### src/hw/rtl/bmh_pkg.sv
// bmh_pkg: types, constants and mixing functions for the byte mixing hash.
// No dependencies; used by the interfaces, the core and its checker.
`default_nettype none

package bmh_pkg;

   localparam int WordBits  = 32;
   localparam int NumWords  = 4;
   localparam int ByteBits  = 8;
   localparam int GroupBits = 64;

   typedef logic [WordBits-1:0]  word_type;
   typedef logic [ByteBits-1:0]  byte_type;
   typedef logic [GroupBits-1:0] group_type;
   typedef word_type [NumWords-1:0] mix_type;

   localparam mix_type InitWords = {32'ha54ff53a, 32'h3c6ef372, 32'hbb67ae85, 32'h6a09e667};
   localparam mix_type MulWords  = {32'h010001e7, 32'h010001c3, 32'h010001b7, 32'h01000193};

   // One byte absorbed into the four words. Word 3 sees the new word 0.
   function automatic mix_type absorb(mix_type w, byte_type b);
      word_type m;
      mix_type  n;
      m = {24'd0, b ^ w[0][7:0]};
      n[0] = (w[0] ^ word_type'(m * MulWords[0])) + (w[1] >> 3);
      n[1] = (w[1] ^ word_type'(m * MulWords[1])) + (w[2] >> 5);
      n[2] = (w[2] ^ word_type'(m * MulWords[2])) + (w[3] >> 7);
      n[3] = (w[3] ^ word_type'(m * MulWords[3])) + (n[0] >> 11);
      return n;
   endfunction

   // Digest byte i is the word shifted right by 4i; bytes overlap by a nibble.
   function automatic group_type spread(word_type w);
      group_type g;
      word_type  s;
      g = '0;
      for (int i = 0; i < 8; i++) begin
         s = w >> (4 * i);
         g[8*i +: 8] = s[7:0];
      end
      return g;
   endfunction

endpackage

`default_nettype wire

### src/hw/rtl/bmh_if.sv
// bmh_req_if / bmh_rsp_if: valid/ready channels for message items and digests.
// Depends on bmh_pkg.
`default_nettype none

interface bmh_req_if;
   import bmh_pkg::*;
   logic     valid;
   logic     ready;
   byte_type data_byte;
   logic     has_byte;
   logic     last;

   modport source (output valid, data_byte, has_byte, last, input ready);
   modport sink   (input valid, data_byte, has_byte, last, output ready);
endinterface

interface bmh_rsp_if;
   import bmh_pkg::*;
   logic      valid;
   logic      ready;
   group_type digest_group0;
   group_type digest_group1;
   group_type digest_group2;
   group_type digest_group3;

   modport source (output valid, digest_group0, digest_group1, digest_group2,
                   digest_group3, input ready);
   modport sink   (input valid, digest_group0, digest_group1, digest_group2,
                   digest_group3, output ready);
endinterface

`default_nettype wire

### src/hw/rtl/byte_mixing_hash_core.sv
// byte_mixing_hash_core: four-word byte mixing hash with a 32-byte digest.
// Depends on bmh_pkg and the channel interfaces in bmh_if.sv.
//
// Usage:
//   req_ch carries one item per handshake: data_byte, has_byte and last.
//   An item with has_byte set absorbs its byte; an item with last set ends
//   the message and produces one digest item on rsp_ch (the byte, if any,
//   is absorbed first). An item with only last set is an empty message.
//   Items without last produce nothing on rsp_ch.
// Timing:
//   Accepted items land in an input register; from there the mixing logic
//   updates the four state words. A digest goes through the input register
//   and then the digest register to rsp_ch. One item per cycle is sustained
//   while no last item waits behind a held digest; words_ff closes the loop.
// Reset:
//   Synchronous, active high. Clears both stages and loads the initial words.
// Stalls:
//   The digest register holds until rsp_ch.ready. Meanwhile non-last items
//   keep flowing; a second last item waits in the input register and
//   req_ch.ready drops only then.
`default_nettype none

module byte_mixing_hash_core (
   input  wire      clock,
   input  wire      reset,
   bmh_req_if.sink  req_ch,
   bmh_rsp_if.source rsp_ch
);
   import bmh_pkg::*;

   logic     s1_valid_ff;
   byte_type s1_byte_ff;
   logic     s1_has_ff;
   logic     s1_last_ff;
   logic     s1_advance;

   mix_type  words_ff, words_in;
   mix_type  absorbed;
   logic     out_valid_ff, out_valid_in;
   mix_type  out_words_ff;
   logic     req_take;

   always_comb begin
      s1_advance = s1_valid_ff && (!s1_last_ff || !out_valid_ff || rsp_ch.ready);
      absorbed   = s1_has_ff ? absorb(words_ff, s1_byte_ff) : words_ff;
      req_take   = req_ch.valid && req_ch.ready;

      words_in = words_ff;
      if (s1_advance) begin
         words_in = s1_last_ff ? InitWords : absorbed;
      end

      out_valid_in = out_valid_ff && !rsp_ch.ready;
      if (s1_advance && s1_last_ff) begin
         out_valid_in = 1'b1;
      end
   end

   assign req_ch.ready = !s1_valid_ff || s1_advance;

   always_ff @(posedge clock) begin
      if (reset) begin
         s1_valid_ff  <= 1'b0;
         out_valid_ff <= 1'b0;
         words_ff     <= InitWords;
      end else begin
         if (req_ch.ready) begin
            s1_valid_ff <= req_ch.valid;
         end
         out_valid_ff <= out_valid_in;
         words_ff     <= words_in;
      end
      if (req_take) begin
         s1_byte_ff <= req_ch.data_byte;
         s1_has_ff  <= req_ch.has_byte;
         s1_last_ff <= req_ch.last;
      end
      if (s1_advance && s1_last_ff) begin
         out_words_ff <= absorbed;
      end
   end

   assign rsp_ch.valid         = out_valid_ff;
   assign rsp_ch.digest_group0 = spread(out_words_ff[0]);
   assign rsp_ch.digest_group1 = spread(out_words_ff[1]);
   assign rsp_ch.digest_group2 = spread(out_words_ff[2]);
   assign rsp_ch.digest_group3 = spread(out_words_ff[3]);

endmodule

`default_nettype wire

### src/flat_wrapper.sv
// flat-port wrapper written by rule: the top's interface ports become plain ports
module byte_mixing_hash_core_flat import bmh_pkg::*;
  (clock, reset, req_ch_valid, req_ch_data_byte, req_ch_has_byte, req_ch_last, req_ch_ready, rsp_ch_valid, rsp_ch_digest_group0, rsp_ch_digest_group1, rsp_ch_digest_group2, rsp_ch_digest_group3, rsp_ch_ready);
  bmh_req_if req_ch_i ();
  bmh_rsp_if rsp_ch_i ();
  input  wire clock;
  input  wire reset;
  input wire logic [$bits(req_ch_i.valid)-1:0] req_ch_valid;
  input wire logic [$bits(req_ch_i.data_byte)-1:0] req_ch_data_byte;
  input wire logic [$bits(req_ch_i.has_byte)-1:0] req_ch_has_byte;
  input wire logic [$bits(req_ch_i.last)-1:0] req_ch_last;
  output wire logic [$bits(req_ch_i.ready)-1:0] req_ch_ready;
  output wire logic [$bits(rsp_ch_i.valid)-1:0] rsp_ch_valid;
  output wire logic [$bits(rsp_ch_i.digest_group0)-1:0] rsp_ch_digest_group0;
  output wire logic [$bits(rsp_ch_i.digest_group1)-1:0] rsp_ch_digest_group1;
  output wire logic [$bits(rsp_ch_i.digest_group2)-1:0] rsp_ch_digest_group2;
  output wire logic [$bits(rsp_ch_i.digest_group3)-1:0] rsp_ch_digest_group3;
  input wire logic [$bits(rsp_ch_i.ready)-1:0] rsp_ch_ready;
  assign req_ch_i.valid = req_ch_valid;
  assign req_ch_i.data_byte = req_ch_data_byte;
  assign req_ch_i.has_byte = req_ch_has_byte;
  assign req_ch_i.last = req_ch_last;
  assign req_ch_ready = req_ch_i.ready;
  assign rsp_ch_valid = rsp_ch_i.valid;
  assign rsp_ch_digest_group0 = rsp_ch_i.digest_group0;
  assign rsp_ch_digest_group1 = rsp_ch_i.digest_group1;
  assign rsp_ch_digest_group2 = rsp_ch_i.digest_group2;
  assign rsp_ch_digest_group3 = rsp_ch_i.digest_group3;
  assign rsp_ch_i.ready = rsp_ch_ready;
  byte_mixing_hash_core u_core (.clock(clock), .reset(reset), .req_ch(req_ch_i), .rsp_ch(rsp_ch_i));
endmodule
### config.mk
export PLATFORM = sky130hd
export DESIGN_NAME = byte_mixing_hash_core_flat
export DESIGN_NICKNAME = d
export VERILOG_FILES = /design/src/hw/rtl/bmh_pkg.sv /design/src/hw/rtl/bmh_if.sv /design/src/hw/rtl/byte_mixing_hash_core.sv /design/src/flat_wrapper.sv
export SDC_FILE = /design/constraint.sdc
export NUM_CORES = 1
export LEC_CHECK = 0
export BUFFER_PORTS_ARGS = -buffer_cell sky130_fd_sc_hd__buf_2
export CAP_MARGIN = 20
export CORE_MARGIN = 2
export CORE_UTILIZATION = 50
export DETAILED_ROUTE_END_ITERATION = 10
export PLACE_DENSITY = 0.7
export SLEW_MARGIN = 20
export SYNTH_ARGS = -nofsm -noshare
export SYNTH_HDL_FRONTEND = slang
export SYNTH_SLANG_ARGS = --single-unit
### constraint.sdc
create_clock -name clock -period 26.1 [get_ports clock]
set_input_delay 1.305 -clock clock [delete_from_list [all_inputs] [get_ports clock]]
set_output_delay 1.305 -clock clock [all_outputs]
set_load 0.05 [all_outputs]
==> run_results.csv <==
group,metric,value,unit
status,outcome,"complete, no violations",
sta,hold_viol,0,
hold_path,hp-class,"reg2reg",
placement,place_area,0.0234,mm2
sta,slew_violations,0,
clock_tree,cts_tree,"yes",
floorplanning,start_util,0.504,
sta,setup_tns,0,ns
sta,slew_headroom,0.209,
floorplanning,num_rows,77,
critical_path,critPathLaunch,"u_core.words_ff[6]$_SDFFE_PP1P_",
clock_tree,post_cts_buffers,0,
floorplanning,fp.dieW,215,um
sta,min_period,10.70,ns
sta,fin_worst_hold_slack,0.498,ns
critical_path,endpoint_kind,"register",
synthesis,synth_edf_count,138,
clock_tree,path_clk_slew,0.07,ns
clock_tree,insertion_delay,0.59,ns
routing,first_iter_violations,1299,
critical_path,critPathArrivalTime,11.04,ns
critical_path,max_stage_delay,0.71,ns
clock_tree,cts_buffers,30,
critical_path,crit_type,"reg2reg",
clock_tree,cts_resized,0,
global_route,grt.overflow.total,0,
global_route,grt_pass1_vias,17300,
routing,vias,17800,
synthesis,synth_area,0.0223,mm2
clock_tree,cts_buffer_depth,3,
cells_and_area,diodes,0,
clock_tree,ctsHoldBuffers,0,
synthesis,yosysSeqAreaShare,0.303,
cells_and_area,final_cell_mix,"buf_2 (255), ha_1 (241), xnor2_1 (204)",
routing,dr.pass1.iters,5,
routing,wl_per_cell,22.1,um
routing,detail-route-antenna-nets,0,
critical_path,crit_required,26.43,ns
sta,fin_crit_sh,0.410,
global_route,grt_first_pass_wirelength,103000,um
sta,rsz0062_at_grt,"no",
clock_tree,cts_root_buffer,"clkbuf_16",
sta,fin_skew,0.0173,ns
critical_path,rr_startpoint,"u_core.words_ff[6]$_SDFFE_PP1P_",
synthesis,synthCells,2334,
global_route,grt_max_degree,79,
global_route,grt_antenna_before_repair,1,
clock_tree,cts_max_level,1,
cells_and_area,final_nets,2793,
floorplanning,die_h,215,um
hold_path,holdCritStartpoint,"u_core.words_ff[96]$_SDFFE_PP0P_",
cells_and_area,stdcell_area,0.0245,mm2
synthesis,ys_seq_elements,268,
sta,fmax,93.4,MHz
placement,place.port_buffers,255,
critical_path,crit_path_top_delay_cell,"ha_1",
synthesis,ys_types,80,
sta,setup_viol,0,
clock_tree,cts.sinks,268,
routing,routed_via_density,5.77,
sta,worst_slew_pin_slew,1.18,ns
placement,dp_hpwl,53300,um
critical_path,crit_path_max_fanout,10,
cells_and_area,layout-drive-gt1-share,0.180,
floorplanning,core_area,0.0441,mm2
flow_run,cap_violations,0,
routing,drt-total-wl,68400,um
cells_and_area,layout_commonest_cell,"buf_2",
synthesis,syn_area_per_cell,9.54,um2
floorplanning,dieArea,0.0462,mm2
cells_and_area,syn_to_final_growth,9.97,%
synthesis,synth_flop_cell,"edfxtp_1",
synthesis,synth_warnings,0,
global_route,grtUsageTotal,0.290,
placement,place_congestion,0.953,
synthesis,ys_async_sr_fraction,0,
floorplanning,io_pins,272,
routing,drc,0,
critical_path,critPathLaunchType,"register",
-- flip-flops by register name, indices dropped and copies added, names as in the netlist --
signal,cells
u_core.rsp_ch.digest_group0,32
u_core.rsp_ch.digest_group1,32
u_core.rsp_ch.digest_group2,32
u_core.rsp_ch.digest_group3,32
u_core.rsp_ch.valid,1
u_core.s1_byte_ff,8
u_core.s1_has_ff,1
u_core.s1_last_ff,1
u_core.s1_valid_ff,1
u_core.words_ff,128
-- cell type report --
class,count,area [um2]
clock inverters,20,275
repair buffers,280,1460
well taps,592,741
fillers,3986,19600
inverters,148,561
flip-flops and latches,268,6750
multi-input cells,1746,13900
clock buffers,36,815
-- cells by family (layout without fill, tap and decap cells) --
| logic type | count (synthesis) | after routing | synth area share |
|---|---|---|---|
| muxes | 92 | 92 | 0.0460 |
| AOI/OAI and AO/OA | 494 | 494 | 0.147 |
| buffers and inverters | 335 | 484 | 0.0784 |
| other | 1 | 16 | 0.000168 |
| adders and majority gates | 305 | 305 | 0.193 |
| xor gates and xnor gates | 290 | 290 | 0.115 |
| DFF | 268 | 268 | 0.303 |
| and+or+nand+nor | 549 | 549 | 0.118 |
-- synthesized netlist by cell type, types with 82 or more instances --
library cell  number  share of area
dfxtp_1          130           0.12
mux2_2            82          0.041
edfxtp_1         138           0.19
a21oi_1          146          0.033
nor2_1           127          0.021
xnor2_1          204          0.080
xor2_1            84          0.033
a21o_1            82          0.028
buf_4            128          0.043
ha_1             241           0.14
nand2_1          181          0.031
inv_1            144          0.024
-- per-layer routing --
metal  track usage  part of all wire  vias to the layer above  wire length [um]
li1              -                 -                     8405                 -
met1         0.386              0.43                     8584             29400
met2         0.467              0.45                      682             30800
met3        0.0402             0.068                      148              4650
met4         0.138             0.052                        0              3540
met5             0                 0                        -                 0
-- final timing paths --
| kind | endpoint | slack, ns | cells past startpoint |
|---|---|---|---|
| worst max-delay path | u_core.rsp_ch.digest_group3[54]$_DFFE_PP_ | 15.40 | 40 |
| worst min-delay path | u_core.words_ff[96]$_SDFFE_PP0P_ | 0.50 | 2 |
| worst max register to register | u_core.rsp_ch.digest_group3[54]$_DFFE_PP_ | 15.40 | 40 |
| worst min register to register | u_core.words_ff[96]$_SDFFE_PP0P_ | 0.50 | 2 |
-- critical path, delay by kind of cell, from the launching register on --
family	cells	cell delay, ns
adder cells (fa/ha/maj)	7	2.82
AO/OA/AOI/OAI	18	4.16
buffers and inverters	5	0.74
XOR/XNOR	5	1.35
AND/OR/NAND/NOR	5	0.95
flip-flops	1	0.41
-- per-stage QoR --
| stage | setup WS, ns | cells | utilization |
|---|---|---|---|
| 2_1_floorplan | 16.94 | 2349 | - |
| 3_3_place_gp | 15.94 | 3034 | 0.530 |
| 3_5_place_dp | 15.73 | 3034 | 0.530 |
| 4_1_cts | 15.65 | 3090 | 0.555 |
| 5_1_grt | 14.86 | 3090 | 0.555 |
| 6_report | 15.40 | 3090 | 0.555 |
Power is not shown: default switching activity piles up to over one toggle a cycle in this logic, so the estimate is an artifact.
